<file path="src/sv/mhfp_pkg.sv">
// shared types and constants for the magic header frame parser
// no dependencies
`default_nettype none

package mhfp_pkg;

  localparam int unsigned WinDepth = 12;
  localparam int unsigned PtrW     = 4;
  localparam int unsigned ByteW    = 8;

  localparam logic [ByteW-1:0] MagicA     = 8'h0B;
  localparam logic [ByteW-1:0] MagicB     = 8'hB0;
  localparam logic [ByteW-1:0] MagicC     = 8'h21;
  localparam logic [ByteW-1:0] ParitySeed = 8'hDC;

  typedef enum logic [1:0] {
    StBusy      = 2'd0,
    StDone      = 2'd1,
    StBadParity = 2'd2
  } status_e;

  typedef struct packed {
    logic             push;
    logic             clear;
    logic             drop;
    logic [PtrW-1:0]  drop_cnt;
    logic [ByteW-1:0] data;
  } win_ctrl_t;

endpackage

`default_nettype wire

</file>
<file path="src/sv/mhfp_window.sv">
// twelve byte circular header window with push, clear and front drop
// depends on mhfp_pkg
`default_nettype none

module mhfp_window (
  input  wire logic                      clk_i,
  input  wire logic                      rst_ni,
  input  wire mhfp_pkg::win_ctrl_t       ctrl_i,
  input  wire logic [mhfp_pkg::PtrW-1:0] rd_pos_i,
  output logic [mhfp_pkg::ByteW-1:0]     rd_data_o,
  output logic [mhfp_pkg::PtrW-1:0]      count_o
);

  localparam logic [mhfp_pkg::PtrW-1:0] Depth = mhfp_pkg::PtrW'(mhfp_pkg::WinDepth);

  logic [mhfp_pkg::ByteW-1:0] mem_q [mhfp_pkg::WinDepth];
  logic [mhfp_pkg::PtrW-1:0]  head_q, tail_q, count_q;
  logic [mhfp_pkg::PtrW-1:0]  rd_addr;

  function automatic logic [mhfp_pkg::PtrW-1:0] wrap_add(
    input logic [mhfp_pkg::PtrW-1:0] a,
    input logic [mhfp_pkg::PtrW-1:0] b
  );
    logic [mhfp_pkg::PtrW:0] s;
    s = {1'b0, a} + {1'b0, b};
    if (s >= {1'b0, Depth}) begin
      s = s - {1'b0, Depth};
    end
    return s[mhfp_pkg::PtrW-1:0];
  endfunction

  assign rd_addr   = wrap_add(tail_q, rd_pos_i);
  assign rd_data_o = mem_q[rd_addr];
  assign count_o   = count_q;

  always_ff @(posedge clk_i) begin
    if (ctrl_i.push) begin
      mem_q[head_q] <= ctrl_i.data;
    end
  end

  always_ff @(posedge clk_i or negedge rst_ni) begin
    if (!rst_ni) begin
      head_q  <= '0;
      tail_q  <= '0;
      count_q <= '0;
    end else if (ctrl_i.clear) begin
      head_q  <= '0;
      tail_q  <= '0;
      count_q <= '0;
    end else if (ctrl_i.drop) begin
      tail_q  <= wrap_add(tail_q, ctrl_i.drop_cnt);
      count_q <= count_q - ctrl_i.drop_cnt;
    end else if (ctrl_i.push) begin
      head_q <= wrap_add(head_q, mhfp_pkg::PtrW'(1));
      if (count_q >= Depth) begin
        tail_q <= wrap_add(tail_q, mhfp_pkg::PtrW'(1));
      end else begin
        count_q <= count_q + mhfp_pkg::PtrW'(1);
      end
    end
  end

endmodule

`default_nettype wire

</file>
<file path="src/sv/magic_header_frame_parser.sv">
// top level of the magic header frame parser: sequencer, header scan and output register
// depends on mhfp_pkg and mhfp_window
//
// usage
// - s_axis carries one received byte per word; m_axis returns exactly one result word
//   for every byte taken
// - a byte taken in payload mode, or in header mode while the window is not yet full,
//   gives its result through the done step and the output register
// - a byte that fills the header window starts a scan that reads the twelve window
//   bytes one per cycle through a single read port and one 8-bit adder, then a
//   decision step; its result then goes through the done step and the output register
// - s_axis_tready is high only while the sequencer is idle, so one byte is in work
//   at a time; a new byte is taken only after the last result is registered
// - the result waits in the output register while m_axis_tready is low; the
//   sequencer holds in its final step until that register is free
// - reset empties the window, selects header mode and clears the latched header
//   fields and the payload count
`default_nettype none

module magic_header_frame_parser (
  input  wire logic         clk_i,
  input  wire logic         rst_ni,
  input  wire logic         s_axis_tvalid,
  output logic              s_axis_tready,
  input  wire logic [7:0]   s_axis_tdata,   // rx_byte
  output logic              m_axis_tvalid,
  input  wire logic         m_axis_tready,
  // status[1:0], payload_valid[2], payload_byte[10:3], payload_index[26:11],
  // payload_length[42:27], reset_value[58:43], sequence_number[74:59],
  // op_code[90:75], header_parity[98:91], zero fill[103:99]
  output logic [103:0]      m_axis_tdata
);

  localparam logic [1:0] S_IDLE = 2'd0;
  localparam logic [1:0] S_SCAN = 2'd1;
  localparam logic [1:0] S_EVAL = 2'd2;
  localparam logic [1:0] S_DONE = 2'd3;

  localparam int unsigned W = mhfp_pkg::WinDepth;
  localparam logic [mhfp_pkg::PtrW-1:0] LastPos = mhfp_pkg::PtrW'(W - 1);
  localparam logic [mhfp_pkg::PtrW-1:0] ParPos  = mhfp_pkg::PtrW'(3);

  logic [1:0]                  state_q;
  logic [mhfp_pkg::PtrW-1:0]   idx_q;
  logic [mhfp_pkg::ByteW-1:0]  sum_q, par_q;
  logic [63:0]                 fld_q;
  logic [W-1:0]                ma_q, mb_q, mc_q;
  logic                        in_payload_q;
  logic [15:0]                 pay_cnt_q, pay_cnt_d;
  logic [15:0]                 hdr_len_q, hdr_rst_q, hdr_seq_q, hdr_op_q;
  logic [7:0]                  hdr_par_q;
  mhfp_pkg::status_e           res_status_q;
  logic                        res_pvalid_q;
  logic [7:0]                  res_pbyte_q;
  logic [15:0]                 res_pindex_q;
  logic                        m_valid_q;
  logic [103:0]                m_data_q;

  mhfp_pkg::win_ctrl_t         win_ctrl;
  logic [mhfp_pkg::PtrW-1:0]   win_count;
  logic [mhfp_pkg::ByteW-1:0]  rd_byte;
  logic                        accept, out_free;
  logic                        magic_ok, parity_ok;
  logic [W+1:0]                mb_ext, mc_ext;
  logic [W-1:0]                cand;
  logic [mhfp_pkg::PtrW-1:0]   drop_k;

  assign accept        = s_axis_tvalid && s_axis_tready;
  assign s_axis_tready = (state_q == S_IDLE);
  assign out_free      = !m_valid_q || m_axis_tready;
  assign m_axis_tvalid = m_valid_q;
  assign m_axis_tdata  = m_data_q;
  assign pay_cnt_d     = pay_cnt_q + 16'd1;

  assign magic_ok  = ma_q[0] && mb_q[1] && mc_q[2];
  assign parity_ok = (par_q == ~sum_q);
  assign mb_ext    = {2'b00, mb_q};
  assign mc_ext    = {2'b00, mc_q};

  // first front offset whose remaining prefix matches the magic start
  always_comb begin
    cand   = '0;
    drop_k = mhfp_pkg::PtrW'(W);
    for (int k = 1; k < W; k++) begin
      cand[k] = ma_q[k] && ((k + 1 >= W) || mb_ext[k+1]) && ((k + 2 >= W) || mc_ext[k+2]);
    end
    for (int k = W - 1; k >= 1; k--) begin
      if (cand[k]) begin
        drop_k = mhfp_pkg::PtrW'(k);
      end
    end
  end

  always_comb begin
    win_ctrl          = '0;
    win_ctrl.data     = s_axis_tdata;
    win_ctrl.push     = accept && !in_payload_q;
    win_ctrl.drop_cnt = drop_k;
    if (state_q == S_EVAL) begin
      win_ctrl.clear = magic_ok && parity_ok;
      win_ctrl.drop  = !(magic_ok && parity_ok);
    end
  end

  mhfp_window u_window (
    .clk_i     (clk_i),
    .rst_ni    (rst_ni),
    .ctrl_i    (win_ctrl),
    .rd_pos_i  (idx_q),
    .rd_data_o (rd_byte),
    .count_o   (win_count)
  );

  // scan datapath
  always_ff @(posedge clk_i) begin
    if (accept) begin
      sum_q <= mhfp_pkg::ParitySeed;
    end else if (state_q == S_SCAN) begin
      ma_q <= {rd_byte == mhfp_pkg::MagicA, ma_q[W-1:1]};
      mb_q <= {rd_byte == mhfp_pkg::MagicB, mb_q[W-1:1]};
      mc_q <= {rd_byte == mhfp_pkg::MagicC, mc_q[W-1:1]};
      if (idx_q == ParPos) begin
        par_q <= rd_byte;
      end
      if (idx_q > ParPos) begin
        fld_q <= {rd_byte, fld_q[63:8]};
        sum_q <= sum_q + rd_byte;
      end
    end
  end

  always_ff @(posedge clk_i) begin
    if (state_q == S_DONE && out_free) begin
      m_data_q <= {5'b0, hdr_par_q, hdr_op_q, hdr_seq_q, hdr_rst_q, hdr_len_q,
                   res_pindex_q, res_pbyte_q, res_pvalid_q, res_status_q};
    end
  end

  always_ff @(posedge clk_i or negedge rst_ni) begin
    if (!rst_ni) begin
      state_q      <= S_IDLE;
      idx_q        <= '0;
      in_payload_q <= 1'b0;
      pay_cnt_q    <= '0;
      hdr_len_q    <= '0;
      hdr_rst_q    <= '0;
      hdr_seq_q    <= '0;
      hdr_op_q     <= '0;
      hdr_par_q    <= '0;
      res_status_q <= mhfp_pkg::StBusy;
      res_pvalid_q <= 1'b0;
      res_pbyte_q  <= '0;
      res_pindex_q <= '0;
      m_valid_q    <= 1'b0;
    end else begin
      if (state_q == S_DONE && out_free) begin
        m_valid_q <= 1'b1;
      end else if (m_axis_tready) begin
        m_valid_q <= 1'b0;
      end
      case (state_q)
        S_IDLE: begin
          idx_q <= '0;
          if (accept) begin
            if (in_payload_q) begin
              res_pvalid_q <= 1'b1;
              res_pbyte_q  <= s_axis_tdata;
              res_pindex_q <= pay_cnt_q;
              pay_cnt_q    <= pay_cnt_d;
              if (pay_cnt_d == hdr_len_q) begin
                in_payload_q <= 1'b0;
                res_status_q <= mhfp_pkg::StDone;
              end else begin
                res_status_q <= mhfp_pkg::StBusy;
              end
              state_q <= S_DONE;
            end else begin
              res_status_q <= mhfp_pkg::StBusy;
              res_pvalid_q <= 1'b0;
              res_pbyte_q  <= '0;
              res_pindex_q <= '0;
              state_q      <= (win_count >= LastPos) ? S_SCAN : S_DONE;
            end
          end
        end
        S_SCAN: begin
          idx_q <= idx_q + mhfp_pkg::PtrW'(1);
          if (idx_q == LastPos) begin
            state_q <= S_EVAL;
          end
        end
        S_EVAL: begin
          if (magic_ok) begin
            hdr_len_q <= fld_q[15:0];
            hdr_rst_q <= fld_q[31:16];
            hdr_seq_q <= fld_q[47:32];
            hdr_op_q  <= fld_q[63:48];
            hdr_par_q <= par_q;
          end
          if (magic_ok && parity_ok) begin
            pay_cnt_q <= '0;
            if (fld_q[15:0] == 16'd0) begin
              res_status_q <= mhfp_pkg::StDone;
            end else begin
              in_payload_q <= 1'b1;
            end
          end else if (magic_ok) begin
            res_status_q <= mhfp_pkg::StBadParity;
          end
          state_q <= S_DONE;
        end
        S_DONE: begin
          if (out_free) begin
            state_q <= S_IDLE;
          end
        end
        default: begin
          state_q <= S_IDLE;
        end
      endcase
    end
  end

  a_win_bound: assert property (@(posedge clk_i) disable iff (!rst_ni)
    win_count <= mhfp_pkg::PtrW'(W))
    else $error("window count beyond depth");

  a_good_clears: assert property (@(posedge clk_i) disable iff (!rst_ni)
    (state_q == S_EVAL && magic_ok && parity_ok) |=> (win_count == '0))
    else $error("good header did not empty the window");

  a_pay_len: assert property (@(posedge clk_i) disable iff (!rst_ni)
    in_payload_q |-> (hdr_len_q != 16'd0))
    else $error("payload mode with zero length");

  a_index_range: assert property (@(posedge clk_i) disable iff (!rst_ni)
    (m_valid_q && m_data_q[2]) |-> (m_data_q[26:11] < m_data_q[42:27]))
    else $error("payload index not below length");

endmodule

`default_nettype wire
</file>
<file path="config.mk">
export PLATFORM = sky130hd
export DESIGN_NAME = magic_header_frame_parser
export DESIGN_NICKNAME = d
export VERILOG_FILES = /design/src/sv/mhfp_pkg.sv /design/src/sv/mhfp_window.sv /design/src/sv/magic_header_frame_parser.sv
export SDC_FILE = /design/constraint.sdc
export NUM_CORES = 1
export LEC_CHECK = 0
export BUFFER_PORTS_ARGS = -buffer_cell sky130_fd_sc_hd__buf_2
export CORE_MARGIN = 2
export CORE_UTILIZATION = 25
export DETAILED_ROUTE_END_ITERATION = 8
export HOLD_SLACK_MARGIN = 0.05
export PLACE_DENSITY = 0.4
export SYNTH_ARGS = -nofsm -noshare
export SYNTH_HDL_FRONTEND = slang
export SYNTH_SLANG_ARGS = --single-unit
</file>
<file path="constraint.sdc">
create_clock -name clk_i -period 12.6 [get_ports clk_i]
set_clock_uncertainty 0.05 [all_clocks]
set_input_delay 1.26 -clock clk_i [delete_from_list [all_inputs] [get_ports clk_i]]
set_output_delay 1.26 -clock clk_i [all_outputs]
set_load 0.05 [all_outputs]
</file>
== Word-level counts from Yosys, hierarchy flattened ==
Memory sizes are Yosys's and may differ from the RTL's.
Cells that the tools add are included.

* Memory bits (read-only): 0
* Flip-flop bits (word level): 350
* Output and inout port bits: 106
* Latch bits: 0
* Memory bits (writable): 96
* Memories: 1
* Input bits: 12

* Reductions and logical operators: 50
* Order comparisons: 7
* Shifts and indexed selects: 0
* Muxes and demuxes: 58
* Divide/modulo/power cells: 0
* Bitwise operators: 2
* Equal/unequal tests: 20
* $mul: 0
* Add/subtract/negate cells: 13

{| class="wikitable"
|+ Memories
! name !! depth !! bits a word !! rd ports !! clocked after memory_dff !! write ports !! RTL line !! text
|-
| u_window.mem_q || 12 || 8 || 1 || 0 || 1 || mhfp_window.sv:16 || <nowiki>logic [mhfp_pkg::ByteW-1:0] mem_q [mhfp_pkg::WinDepth];</nowiki>
|}

{| class="wikitable"
|+ Operators with widths
! operator !! count
|-
| two-way mux 4 bit || 22
|-
| two-way mux 16 bit || 4
|-
| one-hot mux 16 bit (2 select lines) || 1
|-
| logical AND 1 bit || 25
|-
| two-way mux 2 bit || 11
|-
| >= comparator 5 x 4 -> 1 bit, second input constant || 4
|-
| adder 16 x 1 -> 16 bit, second input constant || 1
|-
| equality test 16 bit || 1
|-
| logical NOT 16 bit || 1
|-
| subtractor 4 bit, second input constant || 4
|-
| AND reduction 2 bit || 7
|-
| two-way mux 3 bit || 4
|-
| AND reduction 4 bit || 3
|-
| two-way mux 1 bit || 11
|-
| adder 4 x 1 -> 5 bit, second input constant || 2
|-
| adder 4 x 4 -> 5 bit || 2
|-
| != test 2 x 1 -> 1 bit, second input constant || 5
|-
| AND reduction 3 bit || 3
|-
| adder 4 x 1 -> 4 bit, second input constant || 2
|-
| adder 8 bit || 1
|-
| equality test 8 x 4 -> 1 bit, second input constant || 1
|-
| equality test 8 x 6 -> 1 bit, second input constant || 1
|-
| equality test 8 bit || 1
|-
| equality test 8 bit, second input constant || 1
|-
| other kinds (22) || 32
|}

== Logic depth before layout (Yosys ltp) ==
Gate-level depths: netlist (run 1).

* Word-level depth: 16
* Mapped depth: 22
* Gate-level depth less buffers: 20

== Hierarchy ==
Synthesis (run 1) repeated with hierarchy kept, for this count alone.

* Cell total of the unflattened synthesis: 1170
* Area total of the unflattened synthesis: 17747.0 um2

{| class="wikitable"
|+ Modules (own cells, without submodules)
! module !! times used !! seq. area each (um2) !! area an instance (um2) !! cells each
|-
| magic_header_frame_parser || 1 || 9364.0 || 12604.6 || 826
|-
| mhfp_window || 1 || 3183.1 || 5142.4 || 344
|}

== Worst setup path after synthesis (run 1) ==
Ideal clock, no wire load.

* Path kind: flip-flop to flip-flop
* From: register u_window.tail_q[0] (netlist name)
* To: register sum_q[7] (netlist name)
* Period minus slack after synthesis: 4.957 ns
* Arrival time: 4.780 ns
* Stages on the path, launching flop included: 20
* Path slack: 7.643 ns
* Cells stage by stage: dfrtp_1 ha_1 inv_1 fa_1 xor2_1 inv_1 ha_1 and3b_1 nor3_1 o21ai_2 nand2_2 mux4_2 a311o_1 ha_1 o21ai_0 o21a_1 o21ai_0 a211o_1 nand4_1 or3b_1

* Cells in the longest elaborated chain, start to end: 5
* Elaborated cells on any way between the ends: 6
* Classes of those cells: add/sub: 3; order compare: 1; mux: 1; memory: 1

{| class="wikitable"
|+ RTL lines
! item !! RTL line !! text
|-
| start, declared || mhfp_window.sv:17 || <nowiki>logic [mhfp_pkg::PtrW-1:0] head_q, tail_q, count_q;</nowiki>
|-
| start signal, assigned || mhfp_window.sv:52 || <nowiki>tail_q <= wrap_add(tail_q, ctrl_i.drop_cnt);</nowiki>
|-
| start signal, assigned || mhfp_window.sv:57 || <nowiki>tail_q <= wrap_add(tail_q, mhfp_pkg::PtrW'(1));</nowiki>
|-
| adder 4 x 4 -> 5 bit (*) || mhfp_window.sv:25 || <nowiki>s = {1'b0, a} + {1'b0, b};</nowiki>
|-
| subtractor 4 bit or >= comparator 5 x 4 -> 1 bit (tied branches) || mhfp_window.sv:27, mhfp_window.sv:26 ||
|-
| two-way mux 4 bit (*) || mhfp_window.sv:26 || <nowiki>if (s >= {1'b0, Depth}) begin</nowiki>
|-
| memory read (12 x 8 bit) (*) || n/a ||
|-
| net rd_byte (one bit) || magic_header_frame_parser.sv:61 || <nowiki>logic [mhfp_pkg::ByteW-1:0] rd_byte;</nowiki>
|-
| adder 8 bit (*) || magic_header_frame_parser.sv:127 || <nowiki>sum_q <= sum_q + rd_byte;</nowiki>
|-
| end signal, assigned || magic_header_frame_parser.sv:117 || <nowiki>sum_q <= mhfp_pkg::ParitySeed;</nowiki>
|-
| end signal, assigned || magic_header_frame_parser.sv:127 ||
|-
| end, declared || magic_header_frame_parser.sv:45 || <nowiki>logic [mhfp_pkg::ByteW-1:0] sum_q, par_q;</nowiki>
|}

Mark *: on every way through the listed nets, which the timed path passes. The rest lies on a longest branch.
A chain may end at the register's enable or synchronous reset.

== Worst setup path in the final report (run 1) ==
Same ends and word-level chain as after synthesis.

==> impl_metrics.py, run 1 <==
metrics = {
    "status": {
        "outcome": "completed",
    },
    "floorplan": {
        "start_util_pct": 25.3,
        "fp.dieW_um": 271,
        "num_rows": 97,
        "coreArea_um2": 70300,
        "io_pins": 118,
        "die_h_um": 271,
        "die-area_um2": 73400,
    },
    "yosys": {
        "synth_area_per_cell_um2": 15.1,
        "yosys_most_used_dff": "edfxtp_1",
        "synth_top_family_by_area": "multiplexers",
        "synthArstFlopShare_pct": 30.5,
        "synthesis.area_um2": 17800,
        "yosysSeqAreaShare_pct": 70.5,
        "synthSimpleGateAreaFrac_pct": 7.88,
        "ys_ff_latch": 443,
        "synthAdderAreaFrac_pct": 2.91,
        "syn_inst": 1177,
        "ys_types": 70,
        "synthMuxAreaShare_pct": 7.97,
        "synth_edf_count": 300,
        "synth_xor_area_share_pct": 2.63,
        "yosys_warnings": 0,
        "synth-compound-area-share_pct": 6.33,
    },
    "worst_setup_path": {
        "ff2ff_path_depth": 19,
        "cpPeakStageDelay_ns": 0.56,
        "crit_path_end_kind": "flip-flop",
        "worst-path-max-fanout": 8,
        "arrival_ns": 6.05,
        "crit_type": "flip-flop to flip-flop",
        "r2r_slack_ns": 6.96,
        "startpoint_type": "flip-flop",
        "crit_chain": "ha_1, inv_1, fa_1, xor2_1, inv_1, ha_1, and3b_1, nor3_1, o21a_1, o21ai_0, a31oi_1, ha_1, a21o_1, a211oi_1, o21a_1, o21ai_0, a211o_1, nand4_1, or3b_1",
        "rr_startpoint": "u_window.tail_q[0]",
        "cp_slowest_cell": "a31oi_1",
        "r2r_end": "sum_q[7]",
        "crit_path_frequent_cell": "ha_1",
        "cp.required_ns": 13.00,
    },
    "cts": {
        "clockRootBuffer": "clkbuf_16",
        "postCtsHoldBufs": 0,
        "cts_tree": "done",
        "path_clk_slew_ns": 0.06,
        "clk_latency_ns": 0.60,
        "clock_path_buffers": 3,
        "numCtsBuffers": 49,
        "clock_sinks": 443,
        "h-tree-depth": 2,
        "cts_setup_buffers": 0,
        "post_cts_resized": 0,
    },
    "grt": {
        "antenna_found_initial": 0,
        "grt_pass1_wl_mm": 64.8,
        "grt_max_degree": 76,
        "track_usage_pct": 11.4,
        "grt_pass1_vias": 10300,
        "grt_overflow": 0,
    },
    "pwr": {
        "power_density_nw_per_um2": 280,
        "p_switching_mw": 2.24,
        "switching_share_pct": 37.9,
        "p_int_mw": 3.67,
        "p_leak_nw": 7.89,
        "finalPower_mw": 5.91,
        "p_comb_share_pct": 37.7,
        "peakVddDrop_mv": 0.130,
        "seq_power_share_pct": 37.7,
        "clockPowerShare_pct": 24.7,
    },
    "placed_design": {
        "place_inst": 2197,
        "place_congestion": 0.778,
        "place_hpwl_mm": 27.6,
        "io_buffer_count": 112,
    },
    "timing": {
        "hold_viol_final": 0,
        "post-route-period-util_pct": 44.8,
        "tightest_slew_ns": 1.08,
        "setup_viol": 0,
        "fmaxAchievable_ghz": 0.177,
        "rsz0062_at_grt": "false",
        "fin_tns_setup_ns": 0,
        "min_period_ns": 5.64,
        "whs_ns": 0.379,
        "drv_slew": 0,
        "max-slew-margin-rel_pct": 27.7,
    },
    "detailed_routing": {
        "drtAntennaViolNets": 0,
        "drt_iter0_drc": 644,
        "vias": 9935,
        "drt_first_pass_iters": 5,
        "wire_per_inst_um": 18.3,
        "wl_mm": 41.8,
        "routed_via_density": 4.34,
        "drcViolationCount": 0,
    },
    "cells_and_area": {
        "layout-drive-gt1-share_pct": 23.0,
        "syn2layout_area_growth_pct": 18.5,
        "final_cells": 2288,
        "layout.nets": 1359,
        "finish.utilization_pct": 30.0,
        "antennaDiodeCount": 0,
    },
    "hold_path": {
        "min-delay-start": "fld_q[45]",
        "holdCritPathClass": "flip-flop to flip-flop",
        "hold_end": "fld_q[37]",
        "min_path_cells": 0,
    },
    "job": {
        "cap_violations": 0,
    },
}
==> through the flow <==
stage / area, µm² / setup WS, ns
6_report: 21100 / 6.96
5_1_grt: 21100 / 6.57
4_1_cts: 21100 / 6.98
3_5_place_dp: 19400 / 7.03
3_3_place_gp: 19400 / 7.17
2_1_floorplan: 17800 / 7.64
==> power groups by stage <==
stage | sequential, mW | combinational [mW] | clock (mW)
floorplan | 2.54 | 1.36 | 0
global placement | 2.27 | 2.24 | 0
detailed placement | 2.27 | 2.26 | 0
CTS | 2.24 | 2.27 | 1.51
global route | 2.27 | 2.46 | 1.57
finish | 2.23 | 2.23 | 1.46
==> cell type report <==
class	count	area, µm²
Fill cell	6991	49200
Sequential cell	443	12500
Multi-Input combinational cell	662	4960
Clock buffer	73	1420
Tap cell	940	1180
Timing Repair Buffer	126	672
Clock inverter	18	245
Inverter	26	97.6
==> routing by layer <==
layer  wire [µm]  track usage [%]
met4         812             3.08
met5           0                0
met3        1460             2.06
met1       19200             15.2
met2       20300             19.1
==> sequential cells by signal, summed over array words and instances (netlist names), 2 cells and up <==
name and count:
u_window.tail_q 4, mb_q 11, res_pindex_q 16, pay_cnt_q 16
par_q 8, hdr_par_q 8, u_window.mem_q 96, idx_q 4
hdr_seq_q 16, mc_q 10, sum_q 8, ma_q 12
hdr_rst_q 16, hdr_op_q 16, res_pbyte_q 8, hdr_len_q 16
m_axis_tdata 99, res_status_q 2, u_window.head_q 4, u_window.count_o 4
state_q 2, fld_q 64
==> cells by family (layout without fill, tap and decap cells) <==
group           count (synthesis)  in the layout
other cells                     1              5
compound gates                179            179
xor+xnor                       52             52
simple gates                  284            284
flops                         443            443
mux                           103            103
buf+inv                        76            243
fa+ha+maj                      39             39
==> placed cells by master, fill, tap and decap left out, types with 18 or more instances in the layout <==
cell type / n
edfxtp_1: 300
dfrtp_1: 135
nand2_1: 111
buf_2: 111
mux2_2: 74
o21ai_0: 57
clkbuf_16: 49
nand3_1: 48
a21oi_1: 35
ha_1: 35
xor2_1: 27
nor2_1: 26
inv_1: 25
xnor2_1: 24
mux4_2: 21
and2_1: 18
==> critical path: cells and delay by family, from the launching register on <==
family | cells | cell delay [ns]
AO/OA/AOI/OAI | 8 | 2.18
adder cells (fa/ha/maj) | 4 | 1.23
AND/OR/NAND/NOR | 4 | 0.95
flip-flops | 1 | 0.47
XOR/XNOR | 1 | 0.43
buffers and inverters | 2 | 0.20
==> worst max-delay path by stage <==
stage / endpoint / startpoint / depth (start not counted) / slack (ns)
after floorplan: sum_q[7] / u_window.tail_q[0] / 19 / 7.64
after global placement: sum_q[7] / u_window.tail_q[0] / 19 / 7.17
after detailed placement: sum_q[7] / u_window.tail_q[0] / 19 / 7.03
after CTS: sum_q[7] / u_window.tail_q[0] / 19 / 6.98
after global routing: sum_q[7] / u_window.tail_q[0] / 19 / 6.57
final: sum_q[7] / u_window.tail_q[0] / 19 / 6.96
==> Yosys cell counts, types with 5 or more instances <==
library cell / n / share of area [%]
nand2b_1: 8 / 0.28
mux4_2: 21 / 2.7
inv_1: 26 / 0.55
mux2_2: 74 / 4.7
o31ai_1: 6 / 0.25
xnor2_1: 24 / 1.2
and3_1: 7 / 0.25
a21oi_1: 35 / 0.98
o22ai_1: 9 / 0.32
nor2_1: 26 / 0.55
or3_1: 6 / 0.21
a21o_1: 9 / 0.38
o21a_1: 5 / 0.21
ha_1: 35 / 2.5
clkbuf_1: 36 / 0.76
a31oi_1: 9 / 0.32
dfrtp_1: 135 / 19
mux2i_1: 6 / 0.34
nand2_1: 111 / 2.3
nor3_1: 13 / 0.37
a22o_1: 6 / 0.30
dfxtp_1: 8 / 0.90
buf_2: 5 / 0.14
xor2_1: 27 / 1.3
a211oi_1: 10 / 0.42
o211ai_1: 6 / 0.25
nor2b_1: 6 / 0.21
nand3_1: 48 / 1.3
and2_1: 19 / 0.67
nand3b_1: 5 / 0.21
buf_4: 6 / 0.25
edfxtp_1: 300 / 51
nor4_1: 7 / 0.25
nand4_1: 9 / 0.32
o21ai_0: 57 / 1.6
Note: power is estimated with default switching activity, not from simulation.
==> run 2: changes to the inputs <==
ABC_AREA = 1   (was unset)
clock period = 5.3 ns   (was 12.6 ns; I/O delays follow)
==> impl_metrics.py, run 2 <==
metrics = {
    "detailed_routing": {
        "wire_per_inst_um": 16.7,
        "drtAntennaViolNets": 0,
        "drt_first_pass_iters": 5,
        "vias": 10500,
        "drt_iter0_drc": 575,
        "routed_via_density": 4.19,
        "drcViolationCount": 0,
        "wl_mm": 41.9,
    },
    "yosys": {
        "synthTopCellsByArea": "edfxtp_1, dfrtp_1, nand2_1",
        "synth_xor_area_share_pct": 1.33,
        "synth_top_cell_by_area": "edfxtp_1",
        "yosys_warnings": 0,
        "ys_ff_latch": 443,
        "yosysTopAreaCellShare_pct": 51.1,
        "synthArstFlopShare_pct": 30.5,
        "ys_types": 48,
        "synthSimpleGateAreaFrac_pct": 10.9,
        "yosys.cell_count.top_type": "edfxtp_1",
        "synth_commonest_cells": "edfxtp_1, nand2_1, dfrtp_1, o21ai_0, inv_1",
        "synthesis.area_um2": 17600,
        "synth-compound-area-share_pct": 6.55,
        "syn_inst": 1373,
        "synthMuxAreaShare_pct": 3.58,
        "synthAdderAreaFrac_pct": 2.94,
        "synth_top_family_by_area": "simple AND/OR/NAND/NOR gates",
        "synth_edf_count": 300,
        "yosys_most_used_dff": "edfxtp_1",
        "yosysSeqAreaShare_pct": 71.2,
        "synth_area_per_cell_um2": 12.8,
    },
    "grt": {
        "grt_overflow": 0,
        "grt_pass1_wl_mm": 64.4,
        "track_usage_pct": 11.4,
        "grt_pass1_vias": 10500,
        "grt_max_degree": 91,
        "antenna_found_initial": 1,
    },
    "cts": {
        "clock_path_buffers": 3,
        "clk_latency_ns": 0.60,
        "numCtsBuffers": 50,
        "h-tree-depth": 2,
        "cts_tree": "done",
        "clock_sinks": 443,
        "path_clk_slew_ns": 0.06,
        "clockRootBuffer": "clkbuf_16",
    },
    "worst_setup_path": {
        "cp.required_ns": 5.69,
        "rr_startpoint": "u_window.tail_q[0]",
        "worst-path-max-fanout": 14,
        "r2r_slack_ns": 1.14,
        "crit_path_start": "u_window.tail_q[0]",
        "startpoint_type": "flip-flop",
        "ff2ff_path_depth": 20,
        "crit_type": "flip-flop to flip-flop",
        "r2r_end": "sum_q[7]",
        "critPathCapture": "sum_q[7]",
        "crit_path_end_kind": "flip-flop",
        "arrival_ns": 4.54,
    },
    "floorplan": {
        "die-area_um2": 72600,
        "num_rows": 97,
        "fp.dieW_um": 269,
        "io_pins": 118,
        "coreArea_um2": 69900,
        "start_util_pct": 25.2,
        "die_h_um": 269,
    },
    "cells_and_area": {
        "layout.nets": 1569,
        "finish.utilization_pct": 30.0,
        "final_common_cell": "edfxtp_1",
        "layout-drive-gt1-share_pct": 18.8,
        "largest_reg_flops": 99,
        "postLayoutCellArea_um2": 20900,
        "syn2layout_area_growth_pct": 18.8,
        "final_cell_mix": "edfxtp_1, nand2_1, dfrtp_1",
    },
    "job": {
        "cap_violations": 0,
    },
    "placed_design": {
        "place_ws_ns": 1.22,
        "place_congestion": 0.755,
        "dpl_cell_area_um2": 19400,
        "place_hpwl_mm": 27.9,
        "io_buffer_count": 112,
    },
    "timing": {
        "fin_tns_setup_ns": 0,
        "rsz0062_at_grt": "false",
        "setup_viol": 0,
        "min_period_ns": 4.16,
        "worst_slack_ns": 1.14,
        "max-slew-margin-rel_pct": 25.7,
        "fmaxAchievable_ghz": 0.241,
        "drv_slew": 0,
        "post-route-period-util_pct": 78.4,
        "tightest_slew_ns": 1.11,
        "hold_viol_final": 0,
    },
    "status": {
        "outcome": "completed",
    },
    "hold_path": {
        "holdCritPathClass": "input pin to flip-flop",
    },
}
[run 2: cell count changes after synthesis, moves of 21 or more]
cell / before / now
inv_1: 26 / 102
mux4_2: 21 / 0
nand2_1: 111 / 250
nor2_1: 26 / 89
o21ai_0: 57 / 103
o22ai_1: 9 / 32
[run 2: timing repair]
| item | 4_1_cts | 5_1_grt |
|---|---|---|
| setup buffers | 0 | 0 |
| gates resized for setup | 0 | 0 |
| setup endpoints to repair | 0 | 0 |
| endpoints found under the hold margin | 77 | 0 |
| hold buffers | 1 | 0 |
[run 2: cell type report]
| type | count | area (µm²) |
|---|---|---|
| fill | 7133 | 49000 |
| sequential | 443 | 12500 |
| multi-input combinational | 782 | 4530 |
| clock buffer | 70 | 1380 |
| tap | 940 | 1180 |
| timing repair buffer | 131 | 724 |
| inverter | 110 | 413 |
| clock inverter | 23 | 173 |
| antenna | 1 | 2.50 |
[run 2: cell families after synthesis]
family,after synthesis
buffers and inverters,152
other,1
adder cells (fa/ha/maj),39
AO/OA/AOI/OAI,205
XOR/XNOR,26
AND/OR/NAND/NOR,451
flip-flops,443
multiplexers,56
[run 2: worst max-delay path, cell delays in order, from the launching register on]
cell     delay, ns
dfrtp_1       0.46
ha_1          0.22
inv_1         0.06
fa_1          0.42
xnor2_2       0.19
ha_1          0.21
and3_4        0.19
nor2_4        0.13
nand3_2       0.12
nand2_2       0.23
o21ai_1       0.13
o21ai_1       0.41
ha_1          0.37
a21oi_1       0.14
o21ai_0       0.09
a31oi_1       0.22
inv_1         0.06
nand2_1       0.08
nand3_1       0.07
nand2_1       0.09
nand3_1       0.06
[run 2: through the flow]
stage / instances / hold WS (ns)
after floorplan: 1377 / 0.184
after global placement: 2405 / 0.377
after detailed placement: 2405 / 0.380
after CTS: 2499 / 0.208
after global routing: 2499 / 0.260
final: 2500 / 0.236
[run 2: layer usage]
layer | part of all wire [%] | wire, µm | track usage, % | vias to the layer above
li1 | - | - | - | 5097
met2 | 47 | 19800 | 18.7 | 192
met1 | 46 | 19200 | 15.2 | 5121
met5 | 0.026 | 11 | 0 | -
met3 | 4.1 | 1700 | 2.09 | 73
met4 | 2.6 | 1100 | 3.79 | 2
[run 2: worst min-delay path by stage]
| stage | from | end | slack [ns] | cells after the start |
|---|---|---|---|---|
| 2_1_floorplan | rst_ni | hdr_len_q[0] | 0.18 | 0 |
| 3_3_place_gp | hdr_rst_q[12] | m_axis_tdata[55] | 0.38 | 0 |
| 3_5_place_dp | hdr_par_q[5] | m_axis_tdata[96] | 0.38 | 0 |
| 4_1_cts | m_axis_tready | m_axis_tvalid | 0.21 | 4 |
| 5_1_grt | s_axis_tdata[3] | u_window.mem_q[6][3] | 0.26 | 1 |
| 6_report | m_axis_tready | m_axis_tvalid | 0.24 | 4 |
Power of run 2 is left out: the tool's default activity adds up to more than one toggle a clock period on the data nets, which glitch-free logic cannot reach.
==> run 3: changes to the inputs <==
ABC_AREA = 0   (was 1)
PLACE_DENSITY = 0.41   (was 0.4)
clock period = 3.7 ns   (was 5.3 ns; I/O delays follow)
==> impl_metrics.py, run 3 (same netlist as run 1, synthesis figures left out) <==
metrics = {
    "status": {
        "outcome": "complete, but fails checks",
        "violations": "negative setup slack",
    },
    "timing": {
        "drv_slew": 0,
        "tightest_slew_ns": 0.957,
        "worst_slack_ns": -0.730,
        "post-route-period-util_pct": 120,
        "fmaxAchievable_ghz": 0.226,
        "rsz0062_at_grt": "true",
        "hold_viol_final": 0,
        "whs_ns": 0.0981,
        "max-slew-margin-rel_pct": 36.0,
        "setup_viol": 5,
        "min_period_ns": 4.43,
    },
    "detailed_routing": {
        "drcViolationCount": 0,
        "vias": 10200,
        "wl_mm": 42.6,
        "routed_via_density": 4.31,
        "drt_iter0_drc": 561,
        "drtAntennaViolNets": 0,
        "wire_per_inst_um": 18.1,
        "drt_first_pass_iters": 5,
    },
    "worst_setup_path": {
        "rr_startpoint": "idx_q[1]",
        "worst-path-max-fanout": 4,
        "arrival_ns": 4.84,
        "r2r_slack_ns": -0.73,
        "startpoint_type": "flip-flop",
        "r2r_end": "sum_q[7]",
        "cpPeakStageDelay_ns": 0.48,
        "crit_type": "flip-flop to flip-flop",
        "crit_path_end_kind": "flip-flop",
        "cp.required_ns": 4.11,
        "cp_slowest_cell": "mux4_2",
        "crit_path_frequent_cell": "o21ai_2",
        "cp.buffers_inverters": 1,
        "crit_family": "compound AO/OA/AOI/OAI gates",
        "crit_chain": "ha_1, a21o_1, a21oi_2, xor2_2, inv_1, ha_2, and3b_2, nor3_4, o21ai_2, nand2_4, mux4_2, a311o_1, ha_4, o21ai_2, o21a_1, o211a_1, o21ai_2, a31oi_1, or3b_1",
        "ff2ff_path_depth": 19,
    },
    "job": {
        "cap_violations": 0,
    },
    "floorplan": {
        "num_rows": 97,
        "io_pins": 118,
        "coreArea_um2": 70300,
        "start_util_pct": 25.3,
        "die_h_um": 271,
        "die-area_um2": 73400,
        "fp.dieW_um": 271,
    },
    "grt": {
        "grt_overflow": 0,
        "antenna_found_initial": 2,
        "track_usage_pct": 11.6,
        "grt_pass1_wl_mm": 65.5,
        "grt_pass1_vias": 10500,
        "grt_max_degree": 73,
    },
    "cts": {
        "cts_tree": "done",
        "numCtsBuffers": 48,
        "clockRootBuffer": "clkbuf_16",
        "h-tree-depth": 2,
        "path_clk_slew_ns": 0.06,
        "clock_sinks": 443,
        "clk_latency_ns": 0.60,
        "clock_path_buffers": 3,
    },
    "cells_and_area": {
        "layout-drive-gt1-share_pct": 28.7,
        "final_cell_mix": "edfxtp_1, dfrtp_1, nand2_1, buf_2, buf_4",
        "antennaDiodeCount": 0,
        "seq_area_um2": 12500,
        "largest_reg_flops": 99,
        "fill_cells": 6951,
        "postLayoutCellArea_um2": 21900,
        "layout.nets": 1431,
        "syn2layout_area_growth_pct": 22.9,
        "multi_input_area_um2": 5120,
        "final_common_cell": "edfxtp_1",
    },
    "placed_design": {
        "io_buffer_count": 112,
        "place_congestion": 0.790,
        "dpl_cell_area_um2": 20100,
        "place_hpwl_mm": 28.9,
    },
    "pwr": {
        "p_leak_nw": 8.28,
        "power_density_nw_per_um2": 1010,
        "peakVddDrop_mv": 0.532,
    },
    "hold_path": {
        "holdCritPathClass": "input pin to flip-flop",
        "hold_end": "u_window.mem_q[4][1]",
        "min_path_cells": 1,
        "min-delay-start": "s_axis_tdata[1]",
    },
}
==> run 3: cell types whose count changed in the layout (fill, tap and decap cells not counted), moves of 23 or more <==
cell / previous run / this run
o22ai_1: 32 / 9
nand2_1: 249 / 111
inv_1: 102 / 24
o21ai_0: 103 / 54
buf_4: 17 / 81
nor2_1: 88 / 24
==> run 3: through the flow <==
stage | power (mW) | instances | TNS [ns] | util [%] | setup WS [ns]
global route | 23.5 | 2359 | -3.28 | 31.2 | -0.959
detailed placement | 16.9 | 2264 | -2.14 | 28.6 | -0.766
global placement | 16.8 | 2264 | -1.88 | 28.6 | -0.726
CTS | 22.2 | 2356 | -2.04 | 31.0 | -0.727
floorplan | 13.4 | 1181 | -2.17 | - | -0.860
finish | 22.1 | 2359 | -1.82 | 31.2 | -0.730
==> run 3: final cells by class <==
cell class,count,area share [%]
well taps,940,5.37
repair buffers,199,5.87
inverters,26,0.446
flip-flops and latches,443,57.3
multi-input cells,662,23.4
clock inverters,25,1.73
clock buffers,64,5.85
==> run 3: worst max path at each step <==
stage                  startpoint       end  slack, ns  depth (start not counted)
3_3_place_gp             idx_q[1]  sum_q[7]      -0.73                         19
4_1_cts                  idx_q[1]  sum_q[7]      -0.73                         19
6_report                 idx_q[1]  sum_q[7]      -0.73                         19
3_5_place_dp             idx_q[1]  sum_q[7]      -0.77                         19
5_1_grt                  idx_q[1]  sum_q[7]      -0.96                         19
2_1_floorplan  u_window.tail_q[1]  sum_q[7]      -0.86                         19
==> run 3: routing by layer <==
metal | GRT usage [%] | vias to the layer above | share of wire, %
met1 | 15.2 | 5110 | 45
met5 | 0 | - | 0
met4 | 3.33 | 0 | 2.1
li1 | - | 4805 | -
met2 | 19.4 | 191 | 49
met3 | 2.22 | 55 | 4.1
==> run 3: timing repair <==
item,4_1_cts,5_1_grt
endpoints found under the hold margin,62,0
hold buffers,1,0
setup buffers,2,3
pin swaps,9,2
endpoints found under the setup margin,5,9
cloned,0,0
gates resized for setup,9,12
==> run 3: where the power goes <==
part	internal, mW	switching, mW
Clock	3.02	2.02
Sequential	6.85	0.726
Combinational	4.03	5.47
==> run 3: worst register-to-register path, cell delays in order, from the launching register on <==
cell	delay, ns
dfrtp_1	0.39
ha_1	0.29
a21o_1	0.18
a21oi_2	0.18
xor2_2	0.16
inv_1	0.06
ha_2	0.16
and3b_2	0.24
nor3_4	0.17
o21ai_2	0.11
nand2_4	0.09
mux4_2	0.48
a311o_1	0.35
ha_4	0.30
o21ai_2	0.05
o21a_1	0.21
o211a_1	0.24
o21ai_2	0.14
a31oi_1	0.09
or3b_1	0.34
